$ cat src/design/cpr_pkg.sv
`default_nettype none

package cpr_pkg;

  localparam logic OP_ACCESS  = 1'b0;
  localparam logic OP_RELEASE = 1'b1;

  localparam logic [1:0] OUT_HIT      = 2'd0;
  localparam logic [1:0] OUT_FREE     = 2'd1;
  localparam logic [1:0] OUT_REPLACE  = 2'd2;
  localparam logic [1:0] OUT_RELEASED = 2'd3;

  // commands from the controller to the datapath
  typedef struct packed {
    logic latch;
    logic clr_step;
    logic rel_all;
    logic rd_lookup;
    logic hit_set;
    logic miss_init;
    logic scan_step;
    logic sweep_step;
    logic sweep_pick;
    logic inval_step;
    logic commit;
    logic emit;
  } cpr_cmd_t;

  // status from the datapath to the controller
  typedef struct packed {
    logic in_pid_ok;
    logic in_release;
    logic clr_last;
    logic hit;
    logic scan_free;
    logic scan_last;
    logic hand_visited;
    logic inval_done;
    logic out_free;
  } cpr_status_t;

endpackage

`default_nettype wire

$ cat src/design/cpr_ram.sv
`default_nettype none

module cpr_ram #(
  parameter int WIDTH = 8,
  parameter int DEPTH = 16
) (
  input  wire logic                     clk,
  input  wire logic                     we,
  input  wire logic [$clog2(DEPTH)-1:0] waddr,
  input  wire logic [WIDTH-1:0]         wdata,
  input  wire logic                     re,
  input  wire logic [$clog2(DEPTH)-1:0] raddr,
  output logic      [WIDTH-1:0]         rdata
);

  logic [WIDTH-1:0] mem [DEPTH];

  always_ff @(posedge clk) begin
    if (we) begin
      mem[waddr] <= wdata;
    end
    if (re) begin
      rdata <= mem[raddr];
    end
  end

endmodule

`default_nettype wire

$ cat src/design/cpr_controller.sv
`default_nettype none

module cpr_controller (
  input  wire logic                 clk,
  input  wire logic                 rst,
  input  wire logic                 in_valid,
  output logic                      in_ready,
  input  wire cpr_pkg::cpr_status_t status,
  output cpr_pkg::cpr_cmd_t         cmd
);

  localparam logic [3:0] ST_CLEAR   = 4'd0;
  localparam logic [3:0] ST_IDLE    = 4'd1;
  localparam logic [3:0] ST_RELEASE = 4'd2;
  localparam logic [3:0] ST_LOOKUP  = 4'd3;
  localparam logic [3:0] ST_CHECK   = 4'd4;
  localparam logic [3:0] ST_SCAN    = 4'd5;
  localparam logic [3:0] ST_SWEEP   = 4'd6;
  localparam logic [3:0] ST_INVAL   = 4'd7;
  localparam logic [3:0] ST_COMMIT  = 4'd8;
  localparam logic [3:0] ST_DONE    = 4'd9;

  logic [3:0] state;
  logic [3:0] state_next;

  always_ff @(posedge clk) begin
    if (rst) begin
      state <= ST_CLEAR;
    end else begin
      state <= state_next;
    end
  end

  assign in_ready = (state == ST_IDLE);

  always_comb begin
    cmd        = '0;
    state_next = state;
    case (state)
      ST_CLEAR: begin
        cmd.clr_step = 1'b1;
        if (status.clr_last) state_next = ST_IDLE;
      end
      ST_IDLE: begin
        if (in_valid) begin
          cmd.latch = 1'b1;
          // a beat with an unknown process leaves no trace
          if (!status.in_pid_ok) state_next = ST_IDLE;
          else if (status.in_release) state_next = ST_RELEASE;
          else state_next = ST_LOOKUP;
        end
      end
      ST_RELEASE: begin
        cmd.rel_all = 1'b1;
        state_next  = ST_DONE;
      end
      ST_LOOKUP: begin
        cmd.rd_lookup = 1'b1;
        state_next    = ST_CHECK;
      end
      ST_CHECK: begin
        if (status.hit) begin
          cmd.hit_set = 1'b1;
          state_next  = ST_DONE;
        end else begin
          cmd.miss_init = 1'b1;
          state_next    = ST_SCAN;
        end
      end
      ST_SCAN: begin
        cmd.scan_step = 1'b1;
        if (status.scan_free) state_next = ST_INVAL;
        else if (status.scan_last) state_next = ST_SWEEP;
      end
      ST_SWEEP: begin
        if (status.hand_visited) begin
          cmd.sweep_step = 1'b1;
        end else begin
          cmd.sweep_pick = 1'b1;
          state_next     = ST_INVAL;
        end
      end
      ST_INVAL: begin
        cmd.inval_step = 1'b1;
        if (status.inval_done) state_next = ST_COMMIT;
      end
      ST_COMMIT: begin
        cmd.commit = 1'b1;
        state_next = ST_DONE;
      end
      ST_DONE: begin
        if (status.out_free) begin
          cmd.emit   = 1'b1;
          state_next = ST_IDLE;
        end
      end
      default: begin
        state_next = ST_CLEAR;
      end
    endcase
  end

endmodule

`default_nettype wire

$ cat src/design/cpr_datapath.sv
`default_nettype none

module cpr_datapath #(
  parameter int FRAMES            = 4,
  parameter int PAGES_PER_PROCESS = 32,
  parameter int PROCESSES         = 4
) (
  input  wire logic              clk,
  input  wire logic              rst,
  input  wire cpr_pkg::cpr_cmd_t cmd,
  output cpr_pkg::cpr_status_t   status,
  input  wire logic              op,
  input  wire logic [2:0]        process_id,
  input  wire logic [4:0]        virtual_page,
  output logic                   out_valid,
  input  wire logic              out_ready,
  output logic [1:0]             outcome,
  output logic [1:0]             frame,
  output logic                   same_process_evicted
);

  localparam int FW    = $clog2(FRAMES);
  localparam int DEPTH = PROCESSES * PAGES_PER_PROCESS;
  localparam int AW    = $clog2(DEPTH);
  localparam int PW    = $clog2(PAGES_PER_PROCESS);
  localparam int CW    = $clog2(PAGES_PER_PROCESS + 1);
  localparam int WW    = FW + 1;

  // page number folded into the table range
  logic [PW-1:0] vp_mod_tab [32];
  for (genvar g = 0; g < 32; g++) begin : g_vp_mod
    assign vp_mod_tab[g] = PW'(g % PAGES_PER_PROCESS);
  end

  logic [2:0]    pid_r;
  logic [AW-1:0] base;
  logic [AW-1:0] idx;
  logic [AW-1:0] base_in;

  logic          owned   [FRAMES];
  logic [2:0]    owner   [FRAMES];
  logic          visited [FRAMES];
  logic [FW-1:0] hand;
  logic [FW-1:0] scan_cnt;
  logic [FW-1:0] chosen;
  logic          replaced;

  logic [1:0]    res_outcome;
  logic [FW-1:0] res_frame;
  logic          res_same;
  logic [FW+1:0] res_frame_ext;

  logic [AW-1:0] clr_cnt;
  logic [CW-1:0] inval_cnt;
  logic          pend;
  logic [AW-1:0] pend_addr;
  logic          inval_issue;

  logic          ram_we;
  logic [AW-1:0] ram_waddr;
  logic [WW-1:0] ram_wdata;
  logic          ram_re;
  logic [AW-1:0] ram_raddr;
  logic [WW-1:0] ram_rdata;
  logic          rd_valid;
  logic [FW-1:0] rd_frame;

  assign rd_valid = ram_rdata[WW-1];
  assign rd_frame = ram_rdata[FW-1:0];

  assign base_in     = AW'((32'(process_id) - 32'd1) * PAGES_PER_PROCESS);
  assign inval_issue = (32'(inval_cnt) < PAGES_PER_PROCESS);

  cpr_ram #(
    .WIDTH(WW),
    .DEPTH(DEPTH)
  ) u_table (
    .clk  (clk),
    .we   (ram_we),
    .waddr(ram_waddr),
    .wdata(ram_wdata),
    .re   (ram_re),
    .raddr(ram_raddr),
    .rdata(ram_rdata)
  );

  always_comb begin
    ram_we    = 1'b0;
    ram_waddr = idx;
    ram_wdata = '0;
    ram_re    = 1'b0;
    ram_raddr = idx;
    if (cmd.clr_step) begin
      ram_we    = 1'b1;
      ram_waddr = clr_cnt;
    end else if (cmd.commit) begin
      ram_we    = 1'b1;
      ram_wdata = {1'b1, chosen};
    end else if (cmd.inval_step && pend && rd_frame == chosen) begin
      // drop any entry of this process that still names the chosen frame
      ram_we    = 1'b1;
      ram_waddr = pend_addr;
      ram_wdata = {1'b0, rd_frame};
    end
    if (cmd.rd_lookup) begin
      ram_re = 1'b1;
    end else if (cmd.inval_step && inval_issue) begin
      ram_re    = 1'b1;
      ram_raddr = base + AW'(inval_cnt);
    end
  end

  always_comb begin
    status.in_pid_ok    = (process_id != 3'd0) && (32'(process_id) <= PROCESSES);
    status.in_release   = (op == cpr_pkg::OP_RELEASE);
    status.clr_last     = (clr_cnt == AW'(DEPTH - 1));
    status.hit          = rd_valid && owned[rd_frame] && (owner[rd_frame] == pid_r);
    status.scan_free    = !owned[scan_cnt];
    status.scan_last    = (scan_cnt == FW'(FRAMES - 1));
    status.hand_visited = visited[hand];
    status.inval_done   = !inval_issue && !pend;
    status.out_free     = !out_valid || out_ready;
  end

  always_ff @(posedge clk) begin
    if (cmd.latch) begin
      pid_r <= process_id;
      base  <= base_in;
      idx   <= base_in + AW'(vp_mod_tab[virtual_page]);
    end
  end

  always_ff @(posedge clk) begin
    if (rst) begin
      for (int f = 0; f < FRAMES; f++) begin
        owned[f]   <= 1'b0;
        owner[f]   <= 3'd0;
        visited[f] <= 1'b0;
      end
      hand <= '0;
    end else begin
      if (cmd.rel_all) begin
        for (int f = 0; f < FRAMES; f++) begin
          if (owned[f] && owner[f] == pid_r) begin
            owned[f] <= 1'b0;
            owner[f] <= 3'd0;
          end
        end
      end
      if (cmd.hit_set) begin
        visited[rd_frame] <= 1'b1;
      end
      if (cmd.sweep_step) begin
        visited[hand] <= 1'b0;
        hand <= (hand == FW'(FRAMES - 1)) ? '0 : hand + 1'b1;
      end
      if (cmd.commit) begin
        owned[chosen]   <= 1'b1;
        owner[chosen]   <= pid_r;
        visited[chosen] <= 1'b1;
      end
    end
  end

  always_ff @(posedge clk) begin
    if (rst) begin
      clr_cnt <= '0;
    end else if (cmd.clr_step) begin
      clr_cnt <= clr_cnt + 1'b1;
    end
  end

  always_ff @(posedge clk) begin
    if (rst) begin
      scan_cnt  <= '0;
      inval_cnt <= '0;
      pend      <= 1'b0;
    end else begin
      if (cmd.miss_init) begin
        scan_cnt  <= '0;
        inval_cnt <= '0;
        pend      <= 1'b0;
      end
      if (cmd.scan_step) begin
        scan_cnt <= scan_cnt + 1'b1;
      end
      if (cmd.inval_step) begin
        pend <= inval_issue;
        if (inval_issue) begin
          pend_addr <= base + AW'(inval_cnt);
          inval_cnt <= inval_cnt + 1'b1;
        end
      end
    end
  end

  always_ff @(posedge clk) begin
    if (cmd.scan_step && !owned[scan_cnt]) begin
      chosen   <= scan_cnt;
      replaced <= 1'b0;
      res_same <= 1'b0;
    end
    if (cmd.sweep_pick) begin
      chosen   <= hand;
      replaced <= 1'b1;
      res_same <= (owner[hand] == pid_r);
    end
    if (cmd.rel_all) begin
      res_outcome <= cpr_pkg::OUT_RELEASED;
      res_frame   <= '0;
      res_same    <= 1'b0;
    end
    if (cmd.hit_set) begin
      res_outcome <= cpr_pkg::OUT_HIT;
      res_frame   <= rd_frame;
      res_same    <= 1'b0;
    end
    if (cmd.commit) begin
      res_outcome <= replaced ? cpr_pkg::OUT_REPLACE : cpr_pkg::OUT_FREE;
      res_frame   <= chosen;
    end
  end

  assign res_frame_ext = (FW + 2)'(res_frame);

  always_ff @(posedge clk) begin
    if (rst) begin
      out_valid <= 1'b0;
    end else if (cmd.emit) begin
      out_valid <= 1'b1;
    end else if (out_ready) begin
      out_valid <= 1'b0;
    end
  end

  always_ff @(posedge clk) begin
    if (cmd.emit) begin
      outcome              <= res_outcome;
      frame                <= res_frame_ext[1:0];
      same_process_evicted <= res_same;
    end
  end

endmodule

`default_nettype wire

$ cat src/design/clock_page_replacement.sv
`default_nettype none

// Second-chance page replacement over PROCESSES page tables of PAGES_PER_PROCESS
// entries and FRAMES physical frames, one item at a time. After reset the page table
// memory is cleared one entry a cycle, all PROCESSES*PAGES_PER_PROCESS entries,
// before the first item is taken. A fault runs the free-frame scan, then the clock
// sweep when no frame is free, then walks the process's page table through the
// single memory read port to drop stale entries. A process id of 0 or above
// PROCESSES is taken and dropped with no result. The result sits in an output
// register, so the next item is taken while the previous one is still waiting.
module clock_page_replacement #(
  parameter int FRAMES            = 4,
  parameter int PAGES_PER_PROCESS = 32,
  parameter int PROCESSES         = 4
) (
  input  wire logic       clk,
  input  wire logic       rst,
  input  wire logic       in_valid,
  output logic            in_ready,
  input  wire logic       op,
  input  wire logic [2:0] process_id,
  input  wire logic [4:0] virtual_page,
  output logic            out_valid,
  input  wire logic       out_ready,
  output logic [1:0]      outcome,
  output logic [1:0]      frame,
  output logic            same_process_evicted
);

  cpr_pkg::cpr_cmd_t    cmd;
  cpr_pkg::cpr_status_t status;

  cpr_controller u_ctrl (
    .clk     (clk),
    .rst     (rst),
    .in_valid(in_valid),
    .in_ready(in_ready),
    .status  (status),
    .cmd     (cmd)
  );

  cpr_datapath #(
    .FRAMES           (FRAMES),
    .PAGES_PER_PROCESS(PAGES_PER_PROCESS),
    .PROCESSES        (PROCESSES)
  ) u_dp (
    .clk                 (clk),
    .rst                 (rst),
    .cmd                 (cmd),
    .status              (status),
    .op                  (op),
    .process_id          (process_id),
    .virtual_page        (virtual_page),
    .out_valid           (out_valid),
    .out_ready           (out_ready),
    .outcome             (outcome),
    .frame               (frame),
    .same_process_evicted(same_process_evicted)
  );

endmodule

`default_nettype wire

$ cat config.mk
export PLATFORM = sky130hd
export DESIGN_NAME = clock_page_replacement
export DESIGN_NICKNAME = d
export VERILOG_FILES = /design/src/design/cpr_pkg.sv /design/src/design/cpr_ram.sv /design/src/design/cpr_controller.sv /design/src/design/cpr_datapath.sv /design/src/design/clock_page_replacement.sv
export SDC_FILE = /design/constraint.sdc
export NUM_CORES = 1
export LEC_CHECK = 0
export ABC_AREA = 1
export BUFFER_PORTS_ARGS = -buffer_cell sky130_fd_sc_hd__buf_2
export CAP_MARGIN = 5
export CORE_MARGIN = 2
export CORE_UTILIZATION = 50
export CTS_BUF_LIST = sky130_fd_sc_hd__clkbuf_8
export CTS_CLUSTER_SIZE = 28
export DETAILED_ROUTE_END_ITERATION = 8
export MAX_ROUTING_LAYER = met4
export PLACE_DENSITY_LB_ADDON = 0.1
export SYNTH_ARGS = -nofsm -noshare
export SYNTH_HDL_FRONTEND = slang
export SYNTH_SLANG_ARGS = --single-unit
$ cat constraint.sdc
create_clock -name clk -period 27.1 [get_ports clk]
set_input_delay 5.42 -clock clk [delete_from_list [all_inputs] [get_ports clk]]
set_output_delay 5.42 -clock clk [all_outputs]
set_load 0.02 [all_outputs]
### After elaboration in Yosys (flattened, before gate mapping)

Memory sizes are Yosys's and may differ from the RTL's. A register that Yosys moved wholly into a read port is not among the register bits.
Cells that the tools add are included.

| operators by class | value |
|---|---|
| $add $sub $neg | 7 |
| $lt $le $gt $ge | 3 |
| eq/ne operators | 25 |
| mux-type cells | 121 |
| bitwise operators | 10 |
| reduce and logical (&&, ||, !) cells | 33 |

Operators by type and width:

| cell | count |
|---|---|
| 2-to-1 mux 1 bit | 68 |
| 2-to-1 mux 2 bit | 27 |
| one-hot mux 4 bit (9 select lines) | 1 |
| 2-to-1 mux 7 bit | 5 |
| 2-to-1 mux 4 bit | 8 |
| 2-to-1 mux 3 bit | 7 |
| equality test 3 bit | 6 |
| 2-to-1 mux 6 bit | 3 |
| equality test 4 x 3 -> 1 bit (second input constant) | 4 |
| logical AND 1 bit | 12 |
| 2-to-1 mux 5 bit | 2 |
| inequality test 2 bit (second input constant) | 5 |
| equality test 4 x 2 -> 1 bit (second input constant) | 2 |
| equality test 4 bit (second input constant) | 2 |
| bitwise OR 1 bit | 8 |
| nonzero test 2 bit | 4 |
| adder 7 x 1 -> 7 bit (second input constant) | 1 |
| adder 7 x 5 -> 7 bit | 1 |
| adder 7 x 6 -> 7 bit | 1 |
| equality test 7 bit (second input constant) | 1 |
| adder 6 x 1 -> 6 bit (second input constant) | 1 |
| >= comparator 6 bit (second input constant) | 1 |
| < comparator 6 bit (second input constant) | 1 |
| NOT 5 -> 6 bit | 1 |
| other kinds (17) | 27 |

| storage, ports and cells | value |
|---|---|
| register bits | 55 |
| memory bits (writable) | 404 |
| bits in read-only memories | 160 |
| input port bits | 13 |
| output and inout bits | 7 |
| word-level logic and storage cells | 223 |
| memories | 5 |

Memory list:

| memory | words | width | rd ports | clocked after Yosys merged registers in | wr ports | line | text |
|---|---|---|---|---|---|---|---|
| u_dp.u_table.mem | 128 | 3 | 1 | 1 | 1 | cpr_ram.sv:16 | `logic [WIDTH-1:0] mem [DEPTH];` |
| (no name shown) | 32 | 5 | 1 | 0 | 0 | cpr_datapath.sv:129 | `idx <= base_in + AW'(vp_mod_tab[virtual_page]);` |
| u_dp.owner | 4 | 3 | 6 | 1 | 4 | cpr_datapath.sv:41 | `logic [2:0] owner [FRAMES];` |
| u_dp.owned | 4 | 1 | 6 | 1 | 4 | cpr_datapath.sv:40 | `logic owned [FRAMES];` |
| u_dp.visited | 4 | 1 | 1 | 1 | 4 | cpr_datapath.sv:42 | `logic visited [FRAMES];` |

### Longest topological paths before layout

Gate-level depths: netlist (run 1).
An unclocked memory read counts as a cell.

| depth | value |
|---|---|
| depth after elaboration | 12 |
| depth in mapped cells | 17 |
| depth with buffers taken out | 16 |

### By module

Synthesis (run 1) repeated with hierarchy kept, for this count alone.

| second synthesis, totals | value |
|---|---|
| cell total of the unflattened synthesis | 1983 |
| area total of the unflattened synthesis | 20282.0 um2 |

Modules (own cells, without submodules):

| module | instances | cells an instance | area each (um2) | sequential area each (um2) |
|---|---|---|---|---|
| cpr_ram | 1 | 1463 | 16198.0 | 11621.1 |
| cpr_datapath | 1 | 433 | 3628.5 | 1861.8 |
| cpr_controller | 1 | 87 | 455.4 | 80.1 |

### Least setup slack after synthesis (run 1)

No wires, ideal clock.

| timing | value |
|---|---|
| path kind | register to register |
| start point | register u_ctrl.state[0] |
| end point | memory u_dp.u_table.mem[0][0] (netlist bit) (data pin) |
| library setup time | 1.155 ns |
| arrival time | 9.107 ns |
| data required time | 25.945 ns |
| setup slack | 16.839 ns |
| stages on the path, launching flop included | 8 |
| buffers on the path | 0 |
| clock period less this slack | 10.261 ns |
| path through | dfxtp_1 > nor2_1 > inv_1 > nor2_1 > inv_1 > nor2_1 > o21ai_0 > nor3_1 |

| between the ends | value |
|---|---|
| cells in the longest elaborated chain, start to end | 7 |
| elaborated cells between the ends (all ways) | 11 |
| classes of those cells | eq/ne: 2; mux: 6; reduce/logical: 3 |

RTL lines:

| element | line | text |
|---|---|---|
| start: declaration | cpr_controller.sv:23 | `logic [3:0] state;` |
| start signal: assignment | cpr_controller.sv:30 | `state <= state_next;` |
| equality test 4 x 3 -> 1 bit | cpr_controller.sv:39 | `case (state)` |
| 2-to-1 mux 1 bit | cpr_controller.sv:39 |  |
| logical AND 1 bit (2 in series) | cpr_datapath.sv:99 | `end else if (cmd.inval_step && pend && rd_frame == chosen) begin` |
| 2-to-1 mux 2 bit | cpr_datapath.sv:99 |  |
| 2-to-1 mux 3 bit | cpr_datapath.sv:96 | `end else if (cmd.commit) begin` |
| 2-to-1 mux 3 bit * | cpr_datapath.sv:93 | `if (cmd.clr_step) begin` |
| named net u_dp.ram_wdata[0] | cpr_datapath.sv:61 | `logic [WW-1:0] ram_wdata;` |
| end: declaration | cpr_ram.sv:16 |  |

Mark *: on every way through the listed nets, which the timed path passes. The rest lies on a longest branch.

### Worst setup path in the final report (run 1)

| timing | value |
|---|---|
| start point | register u_ctrl.state[0] |
| end point | output port in_ready |

| between the ends | value |
|---|---|
| cells in the longest elaborated chain, start to end | 1 |

RTL lines:

| element | line | text |
|---|---|---|
| equality test 4 x 1 -> 1 bit | cpr_controller.sv:34 | `assign in_ready = (state == ST_IDLE);` |
| end: declaration | clock_page_replacement.sv:19 | `output logic in_ready,` |

Every way passes these cells.

==> metrics.md, run 1 <==
| Metric | Value |
|---|---|
| Commonest non-fill, non-tap cell in the layout | edfxtp_1 |
| Pin count of the biggest net entering global routing | 105 |
| Die width | 212 µm |
| Design Power | 1.46 mW |
| Slew Limit Headroom | 0.259 |
| Hold_buf cts | 0 |
| Critical path's top delay family | buffers and inverters |
| Clock Tree Buf Depth | 3 |
| CTS clock-pin slew for the worst setup and hold paths | 0.06 ns |
| Fill cells | 3934 |
| Worst Skew | 0.0249 ns |
| Antenna viol nets, final | 0 |
| Syn Std Cell Area | 21700 µm² |
| Ys Warns | 0 |
| Layout cells sized above 1 | 0.0947 |
| Critical path launch point type | flip-flop |
| Gpl congestion | 0.902 |
| H-tree lvl count | 3 |
| CTS tree | done |
| Tightest Hold Check Type | flip-flop to flip-flop |
| Io pins | 20 |
| GRT Util Overall | 0.250 |
| Period utilization | 0.267 |
| Syn Nets | 2142 |
| WS Path Type | flip-flop to output pin |
| Mapped Avg Cell Area | ~10 µm² |
| Core Footprint | between 40000 and 50000 µm² |
| Synth unique cells | 49 |
| FF-to-FF setup slack | 22.45 ns |
| Total wire length | 53.4 mm |
| R2R Path Start | u_ctrl.state[3]$_SDFFE_PP0P_ |
| LEAKAGE | 8.98 nW |
| Detailed Route Iter0 Violations | 1288 |
| Setup TNS | 0 ns |
| Via density | 5.49 |
| Number of gates resized after CTS | 0 |
| Synthesized netlist cell count | 2123 |
| CTS Sinks | approximately 460 |
| Peak VDD IR | between 30 and 40 µV |
| Met2 usage | 0.400 |
| Slowest cell on the critical path | dfxtp_1 |
| CTS root buf | clkbuf_8 |
| Pre-Repair DR Iteration Count | 6 |
| Met1 Usage GRT | 0.326 |
| Critical Path, Cell by Cell | inv_1 > nor2_1 > inv_1 > nor2_1 > buf_2 |
| Die H | about 210 µm |
| Hold path start | u_dp.res_frame[1]$_DFFE_PP_ |
| Worst Max-Slew Pin Slew | 1.11 ns |
| Post-Route Utilization | 0.549 |
| Port bufs | 19 |
| Sequential share of the synthesized area | 0.626 |
| R2R cell count | 16 |
| Minimum clock period | 7.23 ns |
| Crit path max fanout | 6 |
| Clock latency on the worst-skew pair | approximately 0.63 ns |
| DRC errors left | 0 |
| Vias in the first global route | 15005 |
| PwrDens | 61.8 nW/µm² |
| Biggest cell delay along the critical path | 0.41 ns |
| Worst r2r dst | u_dp.u_table.rdata[0]$_DFFE_PP_ |
| Flops & latches, synth | ~460 |
| Hpwl dp | 30.6 mm |
| Post-CTS Setup Repair Bufs | 0 |
| Fin Hold WS | 0.425 ns |
| Fmax | 138 MHz |
| WL/cell | between 15 and 20 µm |
| Max cap viols | 0 |
| Die area | 45200 µm² |
| Hold Vio Cnt, Final | 0 |
| N_diodes | 0 |
| Max-slew violations | 0 |
| WP data arrival | 1.81 ns |
| Number of antenna violations at the first check in global routing | 0 |
| Row Count | 76 |
| Final setup viols | 0 |
| Layout area overhead | 8.59% |
| Most frequent cells in the layout | 431 x edfxtp_1, 399 x nand2_1, 393 x nand3_1 |
| Final nets | 2142 |
| Worst Hold Depth | 0 |
| Hold Path Sink | u_dp.frame[1]$_DFFE_PP_ |
| GRT met3 Usage | 0.0403 |
| Gr busiest metal | met2 |
| Total grt overflow | 0 |
| Status | finished, final reports clean |
| First-pass GRT wire length | just over 80 mm |
| RSZ-0062 raised after global routing | false |
| Critical path buffers and inverters | 3 |
| Vias | 15226 |
| Number of CTS-inserted buffers | 79 |
| Initial cell density of the core | 0.506 |
| CP Data Required Time | 21.68 ns |
| Crit path capture type | output pin |
==> synth_stat cells (all sizes together) <==
| master | n | area share |
|---|---|---|
| clkinv | 2 | 0.00040 |
| edfxtp | 431 | 0.60 |
| o22ai | 4 | 0.0012 |
| nor3 | 17 | 0.0039 |
| o21ai | 41 | 0.012 |
| xnor2 | 4 | 0.0016 |
| a31oi | 1 | 0.00029 |
| nand2 | 419 | 0.076 |
| o32ai | 1 | 0.00040 |
| ha | 6 | 0.0035 |
| nor2 | 192 | 0.037 |
| nor4 | 4 | 0.0012 |
| nor3b | 2 | 0.00069 |
| a32o | 1 | 0.00046 |
| nand3 | 396 | 0.093 |
| or2 | 8 | 0.0023 |
| inv | 234 | 0.041 |
| clkbuf | 45 | 0.0078 |
| a21oi | 30 | 0.0069 |
| a211oi | 2 | 0.00069 |
| nand3b | 141 | 0.049 |
| o2111ai | 1 | 0.00040 |
| dfxtp | 33 | 0.030 |
| buf | 73 | 0.018 |
| xor2 | 9 | 0.0036 |
| a22o | 1 | 0.00040 |
| nand4 | 13 | 0.0085 |
| o31ai | 1 | 0.00035 |
| o211ai | 11 | 0.0043 |
==> through the flow <==
stage          instance area [µm²]  std cells  setup slack, ns
3_5_place_dp                 22200       2627            19.49
3_3_place_gp                 22200       2627            19.51
6_report                     23600       2771            19.87
2_1_floorplan                21700       2123            16.84
5_1_grt                      23600       2771            19.73
4_1_cts                      23600       2771            19.88
==> sequential cells by signal (all words and copies together), names as in the netlist, 4 cells and up, named ones only <==
signal	count
u_dp.idx	6
u_dp.u_table.mem	384
u_dp.clr_cnt	7
u_dp.pend_addr	7
u_dp.inval_cnt	6
u_ctrl.state	4
u_dp.owned	4
u_dp.visited	4
u_dp.owner	12
==> how the worst max path moves through the flow <==
stage / start / endpoint / slack [ns] / depth (start not counted)
after global routing: u_ctrl.state[0]$_SDFFE_PP0P_ / in_ready / 19.73 / 5
after floorplan: u_ctrl.state[0]$_SDFFE_PP0P_ / u_dp.u_table.mem[0][0]$_DFFE_PP_ / 16.84 / 7
after detailed placement: rst / u_dp.visited[3]$_DFFE_PP_ / 19.49 / 9
after CTS: u_ctrl.state[0]$_SDFFE_PP0P_ / in_ready / 19.88 / 5
final: u_ctrl.state[0]$_SDFFE_PP0P_ / in_ready / 19.87 / 5
after global placement: rst / u_dp.visited[3]$_DFFE_PP_ / 19.51 / 9
==> per-layer routing <==
| metal | vias to the layer above | part of all wire |
|---|---|---|
| met3 | 104 | 0.063 |
| met5 | - | 0 |
| met4 | 0 | 0.024 |
| met2 | 487 | 0.47 |
| li1 | 7281 | - |
| met1 | 7354 | 0.44 |
==> report_power, final <==
| part | switching, mW | internal [mW] | total [mW] |
|---|---|---|---|
| Clock | 0.277 | 0.282 | 0.559 |
| Combinational | 0.0845 | 0.0233 | 0.108 |
| Sequential | 0.00389 | 0.787 | 0.791 |
==> final cells by class <==
cell class,instances,area [µm²],share of cell area
clock buffers,83,1140,0.0484
inverters,236,895,0.0379
repair buffers,37,230,0.00975
multi-input cells,1305,6760,0.286
clock inverters,61,243,0.0103
flip-flops and latches,464,13600,0.576
well taps,585,732,0.0310
==> worst register-to-register path, cell delays in order, from the launching register on <==
cell     delay (ns)
dfxtp_1        0.36
inv_2          0.14
nand2_2        0.10
nor2_2         0.26
nand3_4        0.42
nand2_4        0.19
buf_4          0.82
buf_4          0.95
nand2_1        0.18
nand3_1        0.12
nand3_1        0.10
nand3_1        0.14
nand3_1        0.14
nand3_1        0.13
nand2_1        0.12
nand2_1        0.10
nand2_1        0.10
==> cells by family after synthesis <==
| kind of cell | Yosys count | synth area share |
|---|---|---|
| AOI/OAI and AO/OA | 94 | 0.0275 |
| xor gates and xnor gates | 13 | 0.00524 |
| adders and majority gates | 6 | 0.00345 |
| buffers and inverters | 354 | 0.0666 |
| DFF | 464 | 0.626 |
| and+or+nand+nor | 1192 | 0.271 |
No activity file was read; power rests on OpenSTA's default activity.
==> inputs of run 2 (changes only) <==
ABC_AREA = 0   (was 1)
clock period = 6.15 ns   (was 27.1 ns; I/O delays follow)
==> run 2 against run 1 <==
Register-to-register slack worse by 21 ns. Sequential power grew to 4.3 times the previous value. Total power grew to 4.1 times the previous value. Critical path depth is 5 higher. Critical endpoint is now u_dp.u_table.rdata[1]$_DFFE_PP_. Largest power group unchanged.
==> metrics.md, run 2 <==
| Metric | Value |
|---|---|
| First-pass GRT wire length | 79.1 mm (was 82.8 mm) |
| Die width | 203 µm (was 212 µm) |
| Switching share of total power | 0.214 (was 0.251) |
| CTS clock-pin slew for the worst setup and hold paths | 0.06 ns (about the same) |
| Die area | 41100 µm² (was 45200 µm²) |
| Final Non-Filler Cells | 2138 (was 2771) |
| Port bufs | 19 (unchanged) |
| CP Data Required Time | 6.45 ns (was 21.68 ns) |
| N_diodes | 0 (unchanged) |
| Number of gates resized after CTS | 0 (unchanged) |
| Core Footprint | 38800 µm² (was 43000 µm²) |
| Fill cells | 3313 (was 3934) |
| Vias in the first global route | 12828 (was 15005) |
| GRT Util Overall | 0.267 (was 0.250) |
| Tightest Hold Check Type | flip-flop to flip-flop (unchanged) |
| Max reg flops | 384 (unchanged) |
| Hold Vio Cnt, Final | 0 (unchanged) |
| Total wire length | 52.4 mm (was 53.4 mm) |
| RSZ-0062 raised after global routing | false (unchanged) |
| Top_reg_cell synth | edfxtp_1 (unchanged) |
| LEAKAGE | 7.12 nW (was 8.98 nW) |
| Clock Tree Buf Depth | 3 (unchanged) |
| DRC errors left | 0 (unchanged) |
| Setup TNS | 0 ns (unchanged) |
| Clock latency on the worst-skew pair | 0.62 ns (was 0.63 ns) |
| WP data arrival | 4.80 ns (was 1.81 ns) |
| Detailed Route Iter0 Violations | 1156 (was 1288) |
| Slack of the critical path | 1.65 ns (was 19.87 ns) |
| Commonest non-fill, non-tap cell in the layout | edfxtp_1 (unchanged) |
| Int Pwr | 4.70 mW (was 1.09 mW) |
| Ys async rst share | 0 (unchanged) |
| Layout cells sized above 1 | 0.120 (was 0.0947) |
| CTS tree | done (unchanged) |
| Most flops, register | u_dp.u_table.mem (unchanged) |
| Hpwl dp | 32.0 mm (was 30.6 mm) |
| Antenna viol nets, final | 0 (unchanged) |
| Row Count | 72 (was 76) |
| Number of antenna violations at the first check in global routing | 0 (unchanged) |
| Synth unique cells | 64 (was 49) |
| Part of the power in combinational logic | 0.019 (was 0.074) |
| Net switching power | 1.28 mW (was 0.366 mW) |
| Flops & latches, synth | 464 (unchanged) |
| Synth area leader | edfxtp_1 (unchanged) |
| Period utilization | 0.732 |
| Ys Warns | 0 (unchanged) |
| Crit path capture type | flip-flop (was output pin) |
| Biggest regs | u_dp.u_table.mem x384, u_dp.owner x12 (unchanged) |
| Peak VDD IR | 217 µV (was 39.1 µV) |
| Via density | 6.01 (was 5.49) |
| CTS root buf | clkbuf_8 (unchanged) |
| Mapped Avg Cell Area | 12.9 µm² (was 10.2 µm²) |
| Final nets | 1585 (was 2142) |
| Io pins | 20 (unchanged) |
| Ranking of synthesized cells by area | edfxtp_1 65%, nand2_1 5.1%, mux4_2 3.5% (was edfxtp_1 60%, nand3_1 9.0%, nand2_1 6.9%) |
| Total grt overflow | 0 (unchanged) |
| Hold_buf cts | 0 (unchanged) |
| Pre-CTS WS | 1.79 ns (was 19.49 ns) |
| Gpl congestion | 0.882 (was 0.902) |
| PwrDens | 274 nW/µm² (was 61.8 nW/µm²) |
| Most frequent cells in the layout | 431 x edfxtp_1, 269 x nand2_1, 169 x nor2_1 (was 431 x edfxtp_1, 399 x nand2_1, 393 x nand3_1) |
| Slew Limit Headroom | 0.163 (was 0.259) |
| Sequential Power Share | 0.573 (was 0.543) |
| Final setup viols | 0 (unchanged) |
| WS Path Type | flip-flop to flip-flop (was flip-flop to output pin) |
| Synthesized netlist cell count | 1529 (was 2123) |
| CTS Sinks | 464 (unchanged) |
| Worst Max-Slew Pin Slew | 1.25 ns (was 1.11 ns) |
| Minimum clock period | 4.50 ns |
| Max cap viols | 0 (unchanged) |
| Most common cell in the synthesized netlist | edfxtp_1 (unchanged) |
| Layout area overhead | 10.3% (was 8.59%) |
| Worst Skew | 0.0223 ns (was 0.0249 ns) |
| Post-CTS Setup Repair Bufs | 0 (unchanged) |
| Initial cell density of the core | 0.509 (was 0.506) |
| Critical path launch point type | flip-flop (unchanged) |
| Number of CTS-inserted buffers | 75 (was 79) |
| Vias | 12842 (was 15226) |
| Placed Cells | 2007 (was 2627) |
| Syn Std Cell Area | 19800 µm² (was 21700 µm²) |
| Number of flops mapped to enable cells by yosys | 431 (unchanged) |
| Syn Nets | 1548 (was 2142) |
| Clk pwr share | 0.408 (was 0.384) |
| Max-slew violations | 0 (unchanged) |
| Synth cell count leaders | 431 x edfxtp_1, 271 x nand2_1, 169 x nor2_1 (was 431 x edfxtp_1, 401 x nand2_1, 393 x nand3_1) |
| H-tree lvl count | 3 (unchanged) |
| Top cell type's share of synthesized area | 0.655 (was 0.595) |
| Fmax | 222 MHz |
| WL/cell | 24.5 µm (was 19.3 µm) |
| Die H | 203 µm (was 212 µm) |
| Fin Hold WS | 0.407 ns (was 0.425 ns) |
| Pre-Repair DR Iteration Count | 6 (unchanged) |
| Crit path max fanout | 55 (was 6) |
| Status | finished, final reports clean (unchanged) |
| Pin count of the biggest net entering global routing | 99 (was 105) |
| Sequential share of the synthesized area | 0.688 (was 0.626) |
## run 2: cell count changes after synthesis, sizes merged, moves of 38 or more
cell    change
inv       -222
buf        -47
a21oi      +41
nand2     -148
nand3     -348
nand3b    -139
mux2i      +38
## run 2: metrics by stage
step           utilization  cell area, µm²  power, mW
2_1_floorplan            -           19800       3.55
3_3_place_gp         0.527           20400       3.60
3_5_place_dp         0.527           20400       3.60
4_1_cts              0.561           21800       6.02
5_1_grt              0.561           21800       6.17
6_report             0.561           21800       5.98
## run 2: path summary, 6_finish.rpt
| check | slack, ns | cells past startpoint | to | start |
|---|---|---|---|---|
| setup / recovery | 1.65 | 10 | u_dp.u_table.rdata[1]$_DFFE_PP_ | u_ctrl.state[1]$_SDFFE_PP0P_ |
| hold / removal | 0.41 | 0 | u_dp.frame[1]$_DFFE_PP_ | u_dp.res_frame[1]$_DFFE_PP_ |
| setup reg to reg | 1.65 | 10 | u_dp.u_table.rdata[1]$_DFFE_PP_ | u_ctrl.state[1]$_SDFFE_PP0P_ |
| hold reg to reg | 0.41 | 0 | u_dp.frame[1]$_DFFE_PP_ | u_dp.res_frame[1]$_DFFE_PP_ |
## run 2: power groups by stage
stage	logic [mW]	registers [mW]	clock network, mW
floorplan	0.0645	3.49	0
CTS	0.112	3.42	2.49
global placement	0.111	3.49	0
global route	0.122	3.42	2.62
detailed placement	0.112	3.49	0
finish	0.114	3.42	2.44
## run 2: layout make-up
type	count	area [µm²]	share of cell area
clock buffers	82	1130	0.0518
flip-flops and latches	464	13600	0.624
well taps	518	648	0.0297
repair buffers	46	348	0.0160
multi-input cells	966	5790	0.266
clock inverters	49	216	0.00993
inverters	13	51.3	0.00235
## run 2: layer usage
metal / global-route usage / wire (µm) / vias to the layer above
li1: - / - / 5808
met1: 0.368 / 22800 / 6382
met2: 0.394 / 24100 / 532
met3: 0.0570 / 3840 / 120
met4: 0.0967 / 1620 / 0
met5: - / 0 / -
## run 2: kinds of logic (layout without fill, tap and decap cells)
logic type	Yosys count	count (layout)	share of synthesized area
adder cells (fa/ha/maj)	6	6	0.00380
XOR/XNOR	29	29	0.0129
AND/OR/NAND/NOR	621	621	0.139
flip-flops	464	464	0.688
multiplexers	77	77	0.0591
buffers and inverters	99	190	0.0213
AO/OA/AOI/OAI	233	233	0.0758
## run 2: critical path, stage by stage, from the launching register on
cell and delay, ns:
dfxtp_1 0.64, and4b_1 0.46, a21boi_1 0.24, nor2_4 0.64, buf_12 0.36, mux4_2 0.54
and2_0 0.18, o21ai_0 0.19, nand3_1 0.16, nor4_1 0.57, a31oi_1 0.11
